==> config.mk <==
export PLATFORM = sky130hd
export DESIGN_NAME = hbs_ctrl
export DESIGN_NICKNAME = d
export VERILOG_FILES = /design/src/hbs_pkg.sv /design/src/hbs_ctrl.sv
export SDC_FILE = /design/constraint.sdc
export NUM_CORES = 1
export LEC_CHECK = 0
export ABC_AREA = 1
export BUFFER_PORTS_ARGS = -buffer_cell sky130_fd_sc_hd__buf_2
export CORE_AREA = 2 2 39 41
export CTS_BUF_LIST = sky130_fd_sc_hd__clkbuf_8 sky130_fd_sc_hd__clkbuf_16
export DETAILED_ROUTE_END_ITERATION = 12
export DIE_AREA = 0 0 41 43
export SYNTH_ARGS = -nofsm -noshare
export SYNTH_HDL_FRONTEND = slang
export SYNTH_SLANG_ARGS = --single-unit
export TNS_END_PERCENT = 1
==> constraint.sdc <==
create_clock -name clk -period 1.2 [get_ports clk]
set_input_delay 0 -clock clk [delete_from_list [all_inputs] [get_ports clk]]
set_output_delay 0 -clock clk [all_outputs]
set_load 0.05 [all_outputs]
==> src/hbs_pkg.sv <==
// ----------------------------------------------------------------------------
// hbs_pkg: shared types, constants and functions of the bit-plane scan driver
// holds panel geometry, stream layouts, command/status bundles and helpers
// ----------------------------------------------------------------------------
`default_nettype none

package hbs_pkg;

    // panel geometry
    localparam int COLUMNS    = 32;
    localparam int ROWS       = 8;
    localparam int PLANES     = 8;
    localparam int PLANE_SIZE = ROWS * COLUMNS;

    // frame store: one word per pixel pair, six bits per plane
    localparam int ENTRY_W = 6;
    localparam int WORD_W  = ENTRY_W * PLANES;
    localparam int AW      = $clog2(PLANE_SIZE);

    // counters
    localparam int POS_W  = $clog2(ROWS);
    localparam int COL_W  = $clog2(COLUMNS + 1);
    localparam int COL_IW = (COLUMNS > 1) ? $clog2(COLUMNS) : 1;

    // field widths
    localparam int COLOR_W   = 8;
    localparam int INDEX_W   = 8;
    localparam int ROW_W     = 3;
    localparam int PLANE_W   = 3;
    localparam int SLOT_W    = 8;
    localparam int ORDER_W   = 24;
    localparam int S_TDATA_W = 56;
    localparam int M_TDATA_W = 16;

    // reset values
    localparam logic [ORDER_W-1:0] ROW_ORDER_RESET = 24'd9350264;
    localparam logic [SLOT_W-1:0]  SLOT_RESET      = 8'd255;

    // input function codes (s_tuser)
    localparam logic FUNC_WRITE = 1'b0;
    localparam logic FUNC_SCAN  = 1'b1;

    // beat kinds (m_tuser)
    localparam logic BEAT_DATA  = 1'b0;
    localparam logic BEAT_LATCH = 1'b1;

    // controller to datapath commands
    typedef struct packed {
        logic start_scan;
        logic write_pixel;
        logic issue_read;
        logic load_data;
        logic load_latch;
    } cmd_t;

    // datapath to controller status
    typedef struct packed {
        logic adv;
        logic f_valid;
        logic reads_done;
    } status_t;

    // plane shown in a slot: highest set bit of the slot number
    function automatic logic [PLANE_W-1:0] top_bit(input logic [SLOT_W-1:0] v);
        logic [PLANE_W-1:0] p;
        p = '0;
        for (int k = 0; k < SLOT_W; k++) begin
            if (v[k]) begin
                p = PLANE_W'(k);
            end
        end
        return p;
    endfunction

    // spread a pixel pair over planes, bit k of each colour into plane k
    function automatic logic [WORD_W-1:0] pack_planes(
        input logic [COLOR_W-1:0] ur,
        input logic [COLOR_W-1:0] ug,
        input logic [COLOR_W-1:0] ub,
        input logic [COLOR_W-1:0] lr,
        input logic [COLOR_W-1:0] lg,
        input logic [COLOR_W-1:0] lb
    );
        logic [WORD_W-1:0] w;
        logic [2:0]        b;
        w = '0;
        for (int p = 0; p < PLANES; p++) begin
            b = 3'(p);
            if (p < COLOR_W) begin
                w[p*ENTRY_W +: ENTRY_W] = {lb[b], lg[b], lr[b], ub[b], ug[b], ur[b]};
            end
        end
        return w;
    endfunction

endpackage

`default_nettype wire

==> src/hbs_ctrl.sv <==
// ----------------------------------------------------------------------------
// hbs_ctrl: scan controller
// accepts items while idle; a scan item then steps the datapath through one row scan
// ----------------------------------------------------------------------------
`default_nettype none

module hbs_ctrl (
    input  wire logic             clk,
    input  wire logic             rst_n,
    input  wire logic             s_tvalid,
    input  wire logic             func,
    output      logic             s_tready,
    input  wire hbs_pkg::status_t status,
    output      hbs_pkg::cmd_t    cmd
);

    typedef enum logic [1:0] {
        ST_IDLE = 2'b01,
        ST_SCAN = 2'b10
    } state_t;

    state_t state_reg;
    state_t state_next;

    // state register
    always_ff @(posedge clk or negedge rst_n)
    begin
        if (!rst_n)
        begin
            state_reg <= ST_IDLE;
        end
        else
        begin
            state_reg <= state_next;
        end
    end

    // next state and commands
    always_comb
    begin
        state_next = state_reg;
        cmd        = '0;
        s_tready   = 1'b0;
        case (state_reg)
            ST_IDLE:
            begin
                s_tready = 1'b1;
                if (s_tvalid)
                begin
                    if (func == hbs_pkg::FUNC_SCAN)
                    begin
                        cmd.start_scan = 1'b1;
                        state_next     = ST_SCAN;
                    end
                    else
                    begin
                        cmd.write_pixel = 1'b1;
                    end
                end
            end
            ST_SCAN:
            begin
                if (status.adv)
                begin
                    cmd.issue_read = !status.reads_done;
                    if (status.f_valid)
                    begin
                        cmd.load_data = 1'b1;
                    end
                    else if (status.reads_done)
                    begin
                        cmd.load_latch = 1'b1;
                        state_next     = ST_IDLE;
                    end
                end
            end
            default:
            begin
                state_next = ST_IDLE;
            end
        endcase
    end

endmodule

`default_nettype wire

==> reports/metrics.cfg, run 1 <==
[critical_path]
crit_required_ns=1.20
crit_arrival_ns=1.33
r2r_setup_slack_ns=0.01
reg2reg_from=state_reg[0]
crit_path_max_incr_delay_ns=0.54
end_kind=output port
critPathTopFamily=flip-flops
critPathLaunchType=flop
worstReg2RegEnd=state_reg[1]
crit_type=reg -> out
crit_chain=inv_2 -> nand3_2 -> nand2_2 -> nor2_4 -> nand2_2 -> inv_2 -> buf_8
reg2reg_depth=6
slowest_stage=dfstp_2
cp_max_fo=4
timing.critical_path.buf_inv=3

[power]
power.total_uw=1340
power.density_mw_per_mm2=2950
switching_power_uw=628
p_leak_uw=0.000232
ir_worst_vdd_mv=1.05
power_frac_clock_pct=21.2
p_int_uw=708
pwr-share-seq_pct=12.5
swShare_pct=47.0
combPwrFrac_pct=66.3

[cts]
cts.clk_slew.worst_paths_ns=0.03
cts_buffer_depth=2
cts_made_buffers=3
htreeDepth=1
insertion_delay_ns=0.22
cts_num_sinks=2
cts_root_buf=clkbuf_8
cts_tree=yes

[timing]
fin_crit_ns=1.33
grt_setup_unrepaired=true
finalHoldViolCount=0
fin_skew_ns=0.000260
tightest_slew_ns=0.214
fin_ws_ns=-0.134
setup_viol=4
clock.fmax_mhz=750
fin_crit_sh_pct=111
slew_viol_final=0
relSlewSlack_pct=85.7
whs_ns=0.102

[global_routing]
grt_pass1_wl_um=862
gr-usage-all-layers_pct=8.03
grt.overflow.total=0
grt_antenna_before_repair=0
grt_start_max_net_pins=5
grt_pass1_vias=231

[drt]
drt_iter0_drc=3
finalWirelength_um=592
vias=263
wire_per_inst_um=8.71
antenna_left=0
via_per_inst=3.87
drc=0
drt_first_pass_iters=4

[floorplan]
ios=13
die_area_sq_mm=0.00176
start_util_pct=13.1
core-area_sq_mm=0.00138
num_rows=14
fp.dieW_um=41
dieHeight_um=43

[run_status]
violations=setup timing
status=complete, but fails checks

[placed_design]
dp_hpwl_um=432
pre_cts_ws_ns=-0.00585
place_area_sq_um=319
port_buffers=12
gp_congestion=0.701

[synthesis]
ys_warn_count=0
synthDistinctLibCells=13
syn_nets=35
synth_most_common_cell=inv_1
avgSynthCellArea_sq_um=6.48
synthTopCellsByArea=dfstp_2 (14%), dfrtp_1 (14%), inv_1 (12%)
synth_top_area_share_pct=14.5
synth.largest_area_cell=dfstp_2
async_reset_ff_share_pct=100
netlist_instances=28
synthTopCellsByCount=inv_1 (6), nand2_1 (4), nand2_2 (3), nand3_1 (3), nor2_1 (3)
synth_seq_area_share_pct=28.3
synth_edf_count=0
synth_seq_cells=2
synthFlopType=dfstp_2
synth_area_sq_um=181

[final_layout]
layout-drive-gt1-share_pct=71.2
fin_nets=60
syn_to_final_growth_pct=150
final_area_sq_um=453
diodes=0
largest_reg_flops=2
post-route-util_pct=32.7

[run]
drv_cap=0

[worst_hold_path]
hold_path_class=in -> async

## cells in the final DEF, fill, tap and decap left out
master / count
o21ai_0: 1
nand2_2: 3
nor2_2: 1
nand3_2: 2
nand2_1: 4
dfrtp_2: 1
buf_2: 6
nor2_1: 1
dfstp_2: 1
nand3_1: 2
nor4_4: 2
buf_8: 1
nor2_4: 2
dlygate4sd3_1: 1
inv_2: 3
buf_6: 4
buf_4: 8
inv_1: 5
o21ai_1: 1
clkbuf_8: 3
## routing by layer
layer	wire length [um]	part of all wire, %	track usage [%]	vias up
li1	-	-	-	137
met1	218	37	6.75	112
met2	309	52	11.9	12
met3	45	7.6	3.14	2
met4	19	3.2	10.0	0
met5	0	0	0	-
## power by group through the flow
| stage | Clock, uW | Combinational [uW] | Sequential (uW) |
|---|---|---|---|
| floorplan | 0 | 479 | 171 |
| global placement | 0 | 699 | 159 |
| detailed placement | 0 | 712 | 160 |
| CTS | 290 | 827 | 163 |
| global route | 295 | 957 | 176 |
| finish | 284 | 886 | 167 |
## final cells by class
type / count / area (sq um)
Fill cell: 154 / 931
Timing Repair Buffer: 20 / 160
Multi-Input combinational cell: 19 / 149
Sequential cell: 2 / 52.6
Clock buffer: 3 / 41.3
Inverter: 7 / 26.3
Tap cell: 16 / 20.0
Clock inverter: 1 / 3.75
## logic make-up (layout without fill, tap and decap cells)
logic type	after synthesis	in the layout	share of synthesized area [%]
flip-flops	2	2	28.3
buffers and inverters	7	31	14.5
AND/OR/NAND/NOR	17	17	51.7
AO/OA/AOI/OAI	2	2	5.51
## timing repair
action | 4_1_cts | 5_1_grt
buffers inserted | 1 | 1
setup endpoints to repair | 6 | 7
pin swaps | 2 | 2
resized for setup | 11 | 8
endpoints found under the hold margin | 2 | 0
hold buffers | 1 | 0
## worst max path at each step
stage                 start  cells past startpoint  endpoint  slack [ns]
4_1_cts        state_reg[0]                      7    cmd[4]       -0.16
5_1_grt        state_reg[0]                      7    cmd[4]       -0.20
3_3_place_gp   state_reg[0]                      7    cmd[4]      0.0009
2_1_floorplan  state_reg[1]                      2    cmd[0]       -0.26
3_5_place_dp   state_reg[0]                      7    cmd[4]      -0.006
6_report       state_reg[0]                      7    cmd[4]       -0.13
## metrics by stage
stage          setup TNS (ns)  std cells
2_1_floorplan          -0.804         28
3_3_place_gp                0         61
3_5_place_dp         -0.00585         61
4_1_cts                -0.457         67
5_1_grt                -0.606         68
6_report               -0.243         68
## worst reg2reg max path, stage by stage, from the launching register on
cell and delay [ns]:
dfstp_2 0.54, inv_2 0.06, nand3_2 0.07, nand2_2 0.08, buf_4 0.14, o21ai_1 0.12, nand2_1 0.07
(Power assumes the default switching activity.)
==> inputs of run 2 (changes only) <==
--- a/config.mk
+++ b/config.mk
@@ -8,7 +8,7 @@
 export ABC_AREA = 1
 export BUFFER_PORTS_ARGS = -buffer_cell sky130_fd_sc_hd__buf_2
 export CORE_AREA = 2 2 39 41
-export CTS_BUF_LIST = sky130_fd_sc_hd__clkbuf_8 sky130_fd_sc_hd__clkbuf_16
+export CTS_BUF_LIST = sky130_fd_sc_hd__clkbuf_4 sky130_fd_sc_hd__clkbuf_8
 export DETAILED_ROUTE_END_ITERATION = 12
 export DIE_AREA = 0 0 41 43
 export SYNTH_ARGS = -nofsm -noshare
==> constraint.sdc (replaced) <==
create_clock -name clk -period 1.6 [get_ports clk]
set_input_delay 0 -clock clk [delete_from_list [all_inputs] [get_ports clk]]
set_output_delay 0 -clock clk [all_outputs]
set_load 0.05 [all_outputs]
==> run 2 against run 1 <==
Net effect:
- the run now ends clean
- design area down 33%
- clock power down 47%
- global-route usage down 1.1 points
- sequential cell count unchanged
- via count down 11%
- register-to-register slack better by 0.48 ns
- final cell count down 10%
- clock skew up 0.0096 ns
- worst hold slack worse by 0.031 ns
- critical path depth unchanged
- wire length down 22%
==> reports/metrics.cfg, run 2 (synthesis gave the netlist of run 1 again) <==
[drt]
wire_per_inst_um=7.52
finalWirelength_um=459
via_per_inst=3.84
antenna_left=0
drt_first_pass_iters=4
vias=234
drt_iter0_drc=6
drc=0

[placed_design]
port_buffers=12
dp_hpwl_um=359
dp.cells=56
pre_cts_ws_ns=0.341
gp_congestion=0.575

[cts]
cts_root_buf=clkbuf_4
cts_made_buffers=3
ctsResizeCount=0
cts_tree=yes
insertion_delay_ns=0.24
post-cts-setup-buffer-count=0
cts_num_sinks=2
htreeDepth=1
cts.clk_slew.worst_paths_ns=0.04
cts_buffer_depth=2

[timing]
finalHoldViolCount=0
tightest_slew_ns=0.246
clock.fmax_mhz=668
fin_ws_ns=0.103
fin_crit_sh_pct=93.6
slew_viol_final=0
fin_skew_ns=0.00990
setup_viol=0
fin_crit_ns=1.50
relSlewSlack_pct=83.6
grt_setup_unrepaired=false

[final_layout]
fin_nets=53
multiInputGateArea_sq_um=104
fillCellCount=167
layout_commonest_cell=buf_2
layout.cells.non_filler=61
syn_to_final_growth_pct=66.2
diodes=0
largest_reg_flops=2
ff_latch_area_sq_um=51.3
post-route-util_pct=21.8
layout-drive-gt1-share_pct=51.1
final_cell_mix=buf_2 (12), inv_1 (6), nand2_1 (4), clkbuf_4 (4)

[floorplan]
ios=13
num_rows=14
dieHeight_um=43
fp.dieW_um=41
core-area_sq_mm=0.00138
start_util_pct=13.1
die_area_sq_mm=0.00176

[power]
p_leak_uw=0.000182
ir_worst_vdd_mv=0.815
power.density_mw_per_mm2=2260

[global_routing]
grt_pass1_vias=205
grt_antenna_before_repair=0
grt_start_max_net_pins=7
grt_pass1_wl_um=724
gr-usage-all-layers_pct=6.92
grt.overflow.total=0

[critical_path]
end_kind=output port
r2r_setup_slack_ns=0.49
crit_type=reg -> out
crit_arrival_ns=1.50
cp_max_fo=6
critPathLaunchType=flop
crit_required_ns=1.60

[run]
drv_cap=0

[worst_hold_path]
hold_path_class=in -> async

[run_status]
status=completed

[run 2: cell types whose count changed in the layout (fill, tap and decap cells not counted), moves of 2 or more]
cell,change
buf_2,+6
clkbuf_8,-3
inv_2,-2
nor2_1,+2
nor4_4,-2
nor4_1,+2
buf_6,-4
buf_4,-8
clkbuf_4,+4
[run 2: final timing paths]
path | from | to | cells after the start
max | state_reg[0] | cmd[4] | 7
max reg2reg | state_reg[0] | state_reg[0] | 5
max in group asynchronous | rst_n | state_reg[0] | 2
min | rst_n | state_reg[1] | 2
min reg2reg | state_reg[0] | state_reg[0] | 2
min in group clk | status[1] | state_reg[1] | 5
[run 2: what timing repair did]
action                                  CTS  global route
hold buffers                              1             0
hold endpoints to repair                  2             0
endpoints found under the setup margin    0             0
[run 2: final cells by class]
type | count | share of cell area, %
flip-flops and latches | 2 | 17.0
repair buffers | 13 | 23.2
inverters | 7 | 8.71
clock buffers | 4 | 9.96
multi-input cells | 19 | 34.4
well taps | 16 | 6.64
[run 2: metal layers]
layer  routed length (um)  GRT usage [%]  up-vias
li1                     -              -      122
met1                  185           6.41       99
met2                  213           8.75       11
met3                   48           3.14        2
met4                   12           10.0        0
met5                    0              0        -
[run 2: per-stage QoR]
stage | hold WS (ns) | total power [uW] | area, sq um | setup TNS [ns]
finish | 0.0709 | 682 | 302 | 0
global route | 0.103 | 735 | 302 | 0
CTS | 0.0752 | 694 | 302 | 0
detailed placement | -0.214 | 535 | 262 | 0
global placement | -0.215 | 533 | 262 | 0
floorplan | -0.296 | 455 | 181 | -0.943
[run 2: report_power, final]
group	total (uW)	leakage, uW	internal, uW	switching [uW]
clock network	150	0.0000184	110	39.7
logic	409	0.000141	110	300
registers	123	0.0000229	89.4	33.1
[run 2: critical path, stage by stage, from the launching register on]
cell     delay [ns]
dfstp_2        0.57
inv_2          0.06
nand3_2        0.07
nand2_2        0.08
nor2_4         0.12
nand2_2        0.06
inv_1          0.05
buf_2          0.25
